===== config.mk =====
export PLATFORM = sky130hd
export DESIGN_NAME = binary_to_decimal_ascii_core
export DESIGN_NICKNAME = d
export VERILOG_FILES = /design/src/design/b2da_pkg.sv /design/src/design/b2da_dp.sv /design/src/design/b2da_ctrl.sv /design/src/design/binary_to_decimal_ascii_core.sv
export VERILOG_INCLUDE_DIRS = /design/src /design/src/design
export SDC_FILE = /design/constraint.sdc
export NUM_CORES = 1
export LEC_CHECK = 0
export BUFFER_PORTS_ARGS = -buffer_cell sky130_fd_sc_hd__clkbuf_2
export CAP_MARGIN = 0
export CORE_ASPECT_RATIO = 0.7
export CORE_MARGIN = 2
export CORE_UTILIZATION = 59
export DETAILED_ROUTE_END_ITERATION = 10
export PLACE_DENSITY = 0.87
export SYNTH_ARGS = -nofsm -noshare
export SYNTH_HDL_FRONTEND = slang
export SYNTH_SLANG_ARGS = --single-unit

===== constraint.sdc =====
create_clock -name clk -period 2.8 [get_ports clk]
set_input_delay 0.56 -clock clk [delete_from_list [all_inputs] [get_ports clk]]
set_output_delay 0.56 -clock clk [all_outputs]
set_load 0.05 [all_outputs]

===== src/design/binary_to_decimal_ascii_core_defines.svh =====
`ifndef BINARY_TO_DECIMAL_ASCII_CORE_DEFINES_SVH
`define BINARY_TO_DECIMAL_ASCII_CORE_DEFINES_SVH

// Same-cycle implication, sampled on clk, off during reset.
`define B2DA_ASSERT_IMPL(label, ante, cons, msg) \
  label: assert property (@(posedge clk) disable iff (!rst_n) (ante) |-> (cons)) \
    else $error(msg);

// Next-cycle implication, sampled on clk, off during reset.
`define B2DA_ASSERT_NEXT(label, ante, cons, msg) \
  label: assert property (@(posedge clk) disable iff (!rst_n) (ante) |=> (cons)) \
    else $error(msg);

`endif


===== src/design/b2da_pkg.sv =====
`timescale 1ns / 1ps

package b2da_pkg;

  localparam int SAT_BITS    = 34;
  localparam int MAX_DIGITS  = 10;
  localparam int BCD_BITS    = 4 * MAX_DIGITS;
  localparam int DIGIT_IDX_W = 4;

  localparam logic [SAT_BITS-1:0]    SATURATED_VALUE = 34'd9999999999;
  localparam logic [DIGIT_IDX_W-1:0] TOP_DIGIT       = 4'd9;
  localparam logic [1:0]             ASCII_ZERO_HI   = 2'b11;  // '0' is 6'b110000

  typedef struct packed {
    logic load;   // take a new value, clear the BCD register
    logic shift;  // one add-3 / shift step
    logic prep;   // latch the index of the leading digit
    logic emit;   // move one digit into the output register
  } b2da_cmd_t;

  typedef struct packed {
    logic conv_done;
    logic last;
    logic out_free;
  } b2da_sts_t;

endpackage


===== src/design/b2da_dp.sv =====
`timescale 1ns / 1ps
`include "binary_to_decimal_ascii_core_defines.svh"

module b2da_dp #(
  parameter int VALUE_BITS = 31
) (
  input  logic                  clk,
  input  logic                  rst_n,
  input  logic [VALUE_BITS-1:0] in_value,
  input  b2da_pkg::b2da_cmd_t   cmd_i,
  output b2da_pkg::b2da_sts_t   sts_o,
  output logic                  out_valid,
  input  logic                  out_ready,
  output logic [5:0]            out_char,
  output logic                  out_last
);

  localparam int WORK_BITS = (VALUE_BITS > b2da_pkg::SAT_BITS) ? b2da_pkg::SAT_BITS
                                                               : VALUE_BITS;
  localparam int CNT_W     = $clog2(WORK_BITS + 1);

  logic [WORK_BITS-1:0]              sat_val;
  logic [WORK_BITS-1:0]              shift_r, shift_nxt;
  logic [b2da_pkg::BCD_BITS-1:0]     bcd_r, bcd_nxt, bcd_adj;
  logic [CNT_W-1:0]                  cnt_r, cnt_nxt;
  logic [b2da_pkg::DIGIT_IDX_W-1:0]  idx_r, idx_nxt, top_idx;
  logic [3:0]                        cur_digit;
  logic                              out_valid_r, out_valid_nxt;
  logic [5:0]                        out_char_r, out_char_nxt;
  logic                              out_last_r, out_last_nxt;

  generate
    if (VALUE_BITS >= b2da_pkg::SAT_BITS) begin : g_sat
      assign sat_val = (in_value > VALUE_BITS'(b2da_pkg::SATURATED_VALUE))
                       ? WORK_BITS'(b2da_pkg::SATURATED_VALUE)
                       : in_value[WORK_BITS-1:0];
    end else begin : g_nosat
      assign sat_val = in_value;
    end
  endgenerate

  always_comb begin
    for (int i = 0; i < b2da_pkg::MAX_DIGITS; i++) begin
      bcd_adj[i*4 +: 4] = (bcd_r[i*4 +: 4] >= 4'd5) ? bcd_r[i*4 +: 4] + 4'd3
                                                     : bcd_r[i*4 +: 4];
    end
  end

  always_comb begin
    top_idx = '0;
    for (int i = 1; i < b2da_pkg::MAX_DIGITS; i++) begin
      if (bcd_r[i*4 +: 4] != 4'd0) begin
        top_idx = b2da_pkg::DIGIT_IDX_W'(i);
      end
    end
  end

  assign cur_digit = bcd_r[{idx_r, 2'b00} +: 4];

  always_comb begin
    shift_nxt     = shift_r;
    bcd_nxt       = bcd_r;
    cnt_nxt       = cnt_r;
    idx_nxt       = idx_r;
    out_valid_nxt = out_valid_r;
    out_char_nxt  = out_char_r;
    out_last_nxt  = out_last_r;
    if (cmd_i.load) begin
      shift_nxt = sat_val;
      bcd_nxt   = '0;
      cnt_nxt   = CNT_W'(WORK_BITS);
    end else if (cmd_i.shift) begin
      shift_nxt = shift_r << 1;
      bcd_nxt   = {bcd_adj[b2da_pkg::BCD_BITS-2:0], shift_r[WORK_BITS-1]};
      cnt_nxt   = cnt_r - CNT_W'(1);
    end
    if (cmd_i.prep) begin
      idx_nxt = top_idx;
    end else if (cmd_i.emit) begin
      idx_nxt = idx_r - b2da_pkg::DIGIT_IDX_W'(1);
    end
    if (cmd_i.emit) begin
      out_valid_nxt = 1'b1;
      out_char_nxt  = {b2da_pkg::ASCII_ZERO_HI, cur_digit};
      out_last_nxt  = (idx_r == '0);
    end else if (out_ready) begin
      out_valid_nxt = 1'b0;
    end
  end

  always_ff @(posedge clk) begin
    if (!rst_n) begin
      out_valid_r <= 1'b0;
    end else begin
      out_valid_r <= out_valid_nxt;
    end
  end

  always_ff @(posedge clk) begin
    shift_r    <= shift_nxt;
    bcd_r      <= bcd_nxt;
    cnt_r      <= cnt_nxt;
    idx_r      <= idx_nxt;
    out_char_r <= out_char_nxt;
    out_last_r <= out_last_nxt;
  end

  assign sts_o.conv_done = (cnt_r == '0);
  assign sts_o.last      = (idx_r == '0);
  assign sts_o.out_free  = !out_valid_r || out_ready;

  assign out_valid = out_valid_r;
  assign out_char  = out_char_r;
  assign out_last  = out_last_r;

  `B2DA_ASSERT_NEXT(a_load_count, cmd_i.load, cnt_r == CNT_W'(WORK_BITS), "bad step count")
  `B2DA_ASSERT_IMPL(a_idx_range, cmd_i.emit, idx_r <= b2da_pkg::TOP_DIGIT, "digit index range")
  `B2DA_ASSERT_NEXT(a_no_lead_zero, cmd_i.prep, (cur_digit != 4'd0) || (idx_r == '0), "leading zero")

endmodule


===== src/design/b2da_ctrl.sv =====
`timescale 1ns / 1ps

module b2da_ctrl (
  input  logic                clk,
  input  logic                rst_n,
  input  logic                in_valid,
  output logic                in_ready,
  input  b2da_pkg::b2da_sts_t sts_i,
  output b2da_pkg::b2da_cmd_t cmd_o
);

  localparam logic [1:0] ST_IDLE = 2'd0;
  localparam logic [1:0] ST_CONV = 2'd1;
  localparam logic [1:0] ST_EMIT = 2'd2;

  logic [1:0] state_r, state_nxt;

  always_comb begin
    state_nxt = state_r;
    cmd_o     = '0;
    in_ready  = 1'b0;
    unique case (state_r)
      ST_IDLE: begin
        in_ready = 1'b1;
        if (in_valid) begin
          cmd_o.load = 1'b1;
          state_nxt  = ST_CONV;
        end
      end
      ST_CONV: begin
        if (sts_i.conv_done) begin
          cmd_o.prep = 1'b1;
          state_nxt  = ST_EMIT;
        end else begin
          cmd_o.shift = 1'b1;
        end
      end
      ST_EMIT: begin
        if (sts_i.out_free) begin
          cmd_o.emit = 1'b1;
          if (sts_i.last) begin
            state_nxt = ST_IDLE;
          end
        end
      end
      default: begin
        state_nxt = ST_IDLE;
      end
    endcase
  end

  always_ff @(posedge clk) begin
    if (!rst_n) begin
      state_r <= ST_IDLE;
    end else begin
      state_r <= state_nxt;
    end
  end

endmodule


===== src/design/binary_to_decimal_ascii_core.sv =====
`timescale 1ns / 1ps
// Sequence: an input transaction loads the value, WORK_BITS add-3/shift steps follow
//   (WORK_BITS = min(VALUE_BITS, 34)), then the leading digit index is latched.
// Flow: the bit-serial converter accepts a new value only when idle, after the previous
//   value's last digit is emitted; digits leave one per cycle while out_tready is high.
// Reset: synchronous active-low rst_n clears the controller and output valid.

module binary_to_decimal_ascii_core #(
  parameter int VALUE_BITS = 31
) (
  input  logic                               clk,
  input  logic                               rst_n,
  input  logic                               in_tvalid,
  output logic                               in_tready,
  input  logic [((VALUE_BITS+7)/8)*8-1:0]    in_tdata,   // [VALUE_BITS-1:0] value
  output logic                               out_tvalid,
  input  logic                               out_tready,
  output logic [7:0]                         out_tdata,  // [5:0] digit_char
  output logic                               out_tlast   // last_digit
);

  b2da_pkg::b2da_cmd_t cmd;
  b2da_pkg::b2da_sts_t sts;
  logic [5:0]          out_char;

  b2da_ctrl u_ctrl (
    .clk      (clk),
    .rst_n    (rst_n),
    .in_valid (in_tvalid),
    .in_ready (in_tready),
    .sts_i    (sts),
    .cmd_o    (cmd)
  );

  b2da_dp #(
    .VALUE_BITS (VALUE_BITS)
  ) u_dp (
    .clk       (clk),
    .rst_n     (rst_n),
    .in_value  (in_tdata[VALUE_BITS-1:0]),
    .cmd_i     (cmd),
    .sts_o     (sts),
    .out_valid (out_tvalid),
    .out_ready (out_tready),
    .out_char  (out_char),
    .out_last  (out_tlast)
  );

  assign out_tdata = {2'b00, out_char};

endmodule


; Yosys cells after proc, flatten, opt, wreduce, memory -nomap -nowiden
; Cells that the tools add are included.
[word_totals]
word_cells = 93
register_bits = 88
output_inout_bits = 11
[classes]
n_lt_le_gt_ge = 10
shifts = 1
eq_ne = 6
reduce_logical = 18
add_sub_neg = 12
mux = 38
[ops]
columns = cell, count
row1 = 31-bit two-way mux, 2
row2 = 4-bit two-way mux, 13
row3 = "4-bit by 3-bit greater-or-equal comparator with 1-bit output, second input constant", 10
row4 = 40-bit by 7-bit variable part select with 4-bit output, 1
row5 = "4-bit by 2-bit adder with 4-bit output, second input constant", 9
row6 = 4-bit nonzero test, 9
row7 = 3-bit two-way mux, 5
row8 = 2-bit two-way mux, 7
row9 = 1-bit two-way mux, 10
row10 = "2-bit inequality test, second input constant", 4
row11 = 2-bit one-hot mux with 3 select lines, 1
row12 = 2-bit nonzero test, 3
row13 = 5-bit zero test, 1
row14 = "5-bit by 1-bit subtractor with 5-bit output, second input constant", 1
row15 = 4-bit zero test, 1
row16 = 4-bit AND reduction, 1
row17 = "4-bit by 1-bit subtractor with 4-bit output, second input constant", 1
row18 = "3-bit by 2-bit adder with 3-bit output, second input constant", 1
row19 = "2-bit by 1-bit equality test with 1-bit output, second input constant", 1
row20 = "2-bit equality test, second input constant", 1
row21 = 2-bit zero test, 1
row22 = 1-bit zero test, 1
row23 = 1-bit logical OR, 1

; Longest topological paths before layout
[logic_depth]
word_depth = 11
depth_mapped = 8
depth_no_buf = 6

; By module
; Synthesis repeated with hierarchy kept, for this count alone.
[unflattened]
hier_cells = 483
area_unflattened_um2 = 4830.9
[modules_own_cells]
columns = module, area_per_inst_um2, cells_each, n_inst
row1 = b2da_dp, 4692.0, 466, 1
row2 = b2da_ctrl, 120.1, 14, 1
row3 = binary_to_decimal_ascii_core, 18.8, 3, 1

; Worst setup path after synthesis
; No wires, ideal clock.
[synth_path]
path_type = reg2reg
from = register u_dp.cnt_r[0]
to = register u_dp.shift_r[0] (enable)
arrival_time_ns = 1.888
path_stages_with_launch = 7
path_buffers = 1
t_required_ns = 2.328
setup_time_ns = 0.472
setup_slack_ns = 0.439
period_less_slack_ns = 2.361
path_cell_list = dfxtp_1 > inv_1 > ha_1 > or4b_4 > nand2_4 > buf_2 > nand2_1
[synth_between]
elab_chain_len = 4
[synth_lines]
columns = item, line
row1 = "start, declared", b2da_dp.sv:25  ; logic [CNT_W-1:0] cnt_r, cnt_nxt;
row2 = "start signal, assigned", b2da_dp.sv:102  ; cnt_r <= cnt_nxt;
row3 = 5-bit zero test, b2da_dp.sv:108  ; assign sts_o.conv_done = (cnt_r == '0);
row4 = 1-bit two-way mux, b2da_ctrl.sv:31  ; if (sts_i.conv_done) begin
row5 = 2-bit two-way mux, b2da_ctrl.sv:22  ; unique case (state_r)
row6 = 2-bit nonzero test (no line), n/a
row7 = "end signal, assigned", b2da_dp.sv:100  ; shift_r <= shift_nxt;
row8 = "end, declared", b2da_dp.sv:23  ; logic [WORK_BITS-1:0] shift_r, shift_nxt;
; Every way passes these cells.
; A chain may end at the register's enable or synchronous reset.

; Worst setup path after layout
[layout_path]
from = register u_dp.bcd_r[20] (netlist bit)
to = register u_dp.idx_r[0] (netlist bit), data pin
[layout_between]
elab_chain_len = 7
[layout_lines]
columns = item, line
row1 = "start, declared", b2da_dp.sv:24  ; logic [b2da_pkg::BCD_BITS-1:0] bcd_r, bcd_nxt, bcd_adj;
row2 = "start signal, assigned", b2da_dp.sv:101  ; bcd_r <= bcd_nxt;
row3 = 4-bit nonzero test, b2da_dp.sv:52  ; if (bcd_r[i*4 +: 4] != 4'd0) begin
row4 = 3-bit two-way mux (3 in a row), b2da_dp.sv:52
row5 = 4-bit two-way mux (2 in a row), b2da_dp.sv:52
row6 = 4-bit two-way mux, b2da_dp.sv:77  ; if (cmd_i.prep) begin
row7 = "net u_dp.idx_nxt, one bit", b2da_dp.sv:26  ; logic [b2da_pkg::DIGIT_IDX_W-1:0] idx_r, idx_nxt, top_idx;
row8 = "end signal, assigned", b2da_dp.sv:103  ; idx_r <= idx_nxt;
row9 = "end, declared", b2da_dp.sv:26
; The timed path passes the listed nets, and every way through them passes these cells.

==> qor.txt <==
status - completed
clock root cell - clkbuf_16
peak supply drop - 360 uV
hold_sp - rst_n
TNS Setup - 0 ns
Startpoint Class - flip-flop
first-pass GRT wire length - 17,500 um
Power Total - 3.23 mW
DR DRC count - 0
ant diodes - 0
Initial Util - 0.605
Worst EP required - 2.89 ns
Buffers on Ports - 41
row count - 27
total CTS buffers - 9
Max Fclk - 458 MHz
htree depth - 3
PnR worst setup slack - 0.615 ns
core footprint - 7840 um^2
Pwr Density - 615 nW/um^2
cell chain of the critical path - inv_1, ha_1, nor3b_1, o311ai_0, a41oi_1, nor3_1
Chip Height - 79.0 um
final worst path period share - 0.780
Tightest Hold Check Type - input pin to flip-flop
EDFF count, synth - 40
vias in the first global route - 3,691
I/O pin cnt - 47
Slew Viols, Final - 0
final clock skew - 0.00518 ns
Static Leakage - 2.11 nW
largest net degree at the start of global routing - 39
Seq/Total Area, Yosys - 0.456
Least-Margin Pin Slew - 0.706 ns
initial DRC count - 382
Worst slew margin - 0.523
post-layout util - 0.671
R2R depth - 6
hpwl dp - 6900 um
hold buffers post-CTS - 0
Min-Delay Path Depth - 3
WL final - 10,300 um
global placement routability congestion - 0.885
Vias/cell - 5.85
Max Fanout on Critical Path - 5
Worst Hold Path EP - u_ctrl.state_r[1]
post_cts resized - 0
CTS tree - done
Routed Antenna Nets - 0
Avg Inst Size Synth - 9.24 um^2
DIE AREA - 8780 um^2
total grt overflow - 0
crit path kind - flip-flop to flip-flop
clock sink count - 88
Synth Instances - 513
Hold Fails Final Rpt - 0
Max Cap Viol - 0
Ys Warns - 0
RR Endpoint - u_dp.idx_r[0]
Min Clock Period, post-route - 2.19 ns
RSZ-0062 raised after global routing - false
clk slew on worst S/H paths - 0.06 ns
share of cells above drive strength 1 - 0.155
Critical Path AT - 2.27 ns
Die X - 111 um
CTS Buffer Depth - 2
post-synthesis async set-or-reset flop share - 0
Vias - 3,802
area grow syn2layout - 10.9%
Pre-antenna DRT Iters - 5
pre-CTS WS - 0.775 ns
distinct cell type count after synthesis - 44
Setup Viol. Count Final - 0
GR Util All Layers - 0.251
antenna violations before repair - 0
drt wl/cell - 15.9 um
crit-path max cell delay - 0.53 ns
Post-CTS Setup Inserts - 0
Synth Flop Type - dfxtp_1
Worst R2R Start - u_dp.bcd_r[20]
Clock Latency Late Sink - 0.34 ns
synthesized cell area - 4740 um^2
CP endpoint kind - flip-flop
post-synthesis register bit count - 88
Slowest cell on crit path - nor3b_1
# nets final - 602
r2r setup slk - 0.61 ns
## cells in the final DEF (no fill, tap or decap), drive strengths merged, types with 2 or more instances in the layout
| master | synthesis | layout |
|---|---|---|
| a211oi | 5 | 5 |
| a21oi | 15 | 15 |
| a31oi | 2 | 2 |
| a41oi | 2 | 2 |
| buf | 16 | 6 |
| clkbuf | 13 | 51 |
| clkinv | 0 | 3 |
| clkinvlp | 0 | 2 |
| conb | 2 | 4 |
| dfxtp | 48 | 48 |
| edfxtp | 40 | 40 |
| ha | 22 | 22 |
| inv | 27 | 28 |
| mux2 | 10 | 10 |
| mux2i | 8 | 8 |
| mux4 | 8 | 8 |
| nand2 | 108 | 108 |
| nand2b | 15 | 15 |
| nand3 | 32 | 32 |
| nand3b | 4 | 4 |
| nor2 | 27 | 27 |
| nor2b | 2 | 2 |
| nor3 | 3 | 3 |
| nor3b | 10 | 10 |
| o211ai | 11 | 11 |
| o21ai | 45 | 45 |
| o22ai | 2 | 2 |
| o31ai | 7 | 7 |
| xnor2 | 13 | 13 |
| xor2 | 7 | 7 |
## kinds of logic (layout without fill, tap and decap cells)
| kind of cell | after synthesis | count (layout) | share of synthesized area |
|---|---|---|---|
| xor gates and xnor gates | 20 | 20 | 0.0369 |
| and+or+nand+nor | 206 | 206 | 0.199 |
| DFF | 88 | 88 | 0.456 |
| buffers and inverters | 56 | 90 | 0.0523 |
| AOI/OAI and AO/OA | 93 | 93 | 0.117 |
| other | 2 | 4 | 0.00158 |
| muxes | 26 | 26 | 0.0786 |
| adders and majority gates | 22 | 22 | 0.0581 |
## metal layers
layer,routed length [um],GRT usage,vias to the layer above
li1,-,-,1835
met1,4430,0.311,1796
met2,5010,0.442,150
met3,657,0.0527,21
met4,214,0.0864,0
met5,0,0,-
## flip-flops by register name, indices dropped and copies added, names as in the netlist
name / cells
u_dp.out_last: 1
u_dp.shift_r: 31
u_dp.out_char: 4
u_dp.idx_r: 4
u_dp.bcd_r: 40
u_dp.out_valid: 1
u_dp.cnt_r: 5
u_ctrl.state_r: 2
## stage by stage
stage                     instance area (um^2)  hold slack, ns  cells
after CTS                                 5260           0.465    650
after global routing                      5260           0.485    650
after detailed placement                  4980           0.504    634
after floorplan                           4750           0.462    515
after global placement                    4980           0.481    634
final                                     5260           0.470    650
## worst max-delay path: cells and delay by family, from the launching register on
kind / cells / cell delay [ns]
buffers and inverters: 1 / 0.10
DFF: 1 / 0.35
AOI/OAI and AO/OA: 2 / 0.64
and+or+nand+nor: 2 / 0.63
adders and majority gates: 1 / 0.21
## worst max-delay path by stage
stage	start	end	slack, ns	cells after the start
global placement	u_dp.cnt_r[0]	u_dp.idx_r[0]	0.80	6
global route	u_dp.bcd_r[20]	u_dp.idx_r[0]	0.57	6
floorplan	u_dp.cnt_r[0]	u_dp.shift_r[0]	0.44	6
CTS	u_dp.bcd_r[21]	u_dp.idx_r[0]	0.69	6
detailed placement	in_tvalid	u_dp.shift_r[1]	0.78	4
finish	u_dp.bcd_r[20]	u_dp.idx_r[0]	0.61	6
## cell type report
| cell class | instances | area, um^2 |
|---|---|---|
| fillers | 618 | 2580 |
| multi-input cells | 371 | 2340 |
| inverters | 27 | 101 |
| flip-flops and latches | 88 | 2160 |
| clock inverters | 6 | 45.0 |
| clock buffers | 10 | 229 |
| repair buffers | 47 | 250 |
| well taps | 101 | 126 |
## power breakdown
group	total, mW	switching, mW	internal (mW)
Sequential	1.59	0.110	1.48
Combinational	0.534	0.309	0.225
Clock	1.11	0.506	0.604
## cells in the mapped netlist (3+ instances only)
cell type / n / area (um^2)
nand2_1: 107 / 402
nand3_1: 32 / 160
a211oi_1: 4 / 30.0
inv_1: 27 / 101
nor2_1: 26 / 97.6
mux2i_1: 8 / 80.1
o31ai_1: 7 / 52.6
mux4_2: 8 / 180
o211ai_1: 11 / 82.6
edfxtp_1: 40 / 1200
dfxtp_1: 48 / 961
nand2b_1: 15 / 93.8
a21oi_1: 15 / 75.1
xnor2_1: 13 / 114
o21ai_0: 45 / 225
ha_1: 22 / 275
buf_2: 7 / 35.0
buf_1: 3 / 11.3
nor3_1: 3 / 15.0
buf_4: 5 / 37.5
nand3b_1: 4 / 30.0
mux2_2: 10 / 113
clkbuf_1: 11 / 41.3
xor2_1: 7 / 61.3
nor3b_1: 10 / 75.1
(Power assumes the default switching activity.)
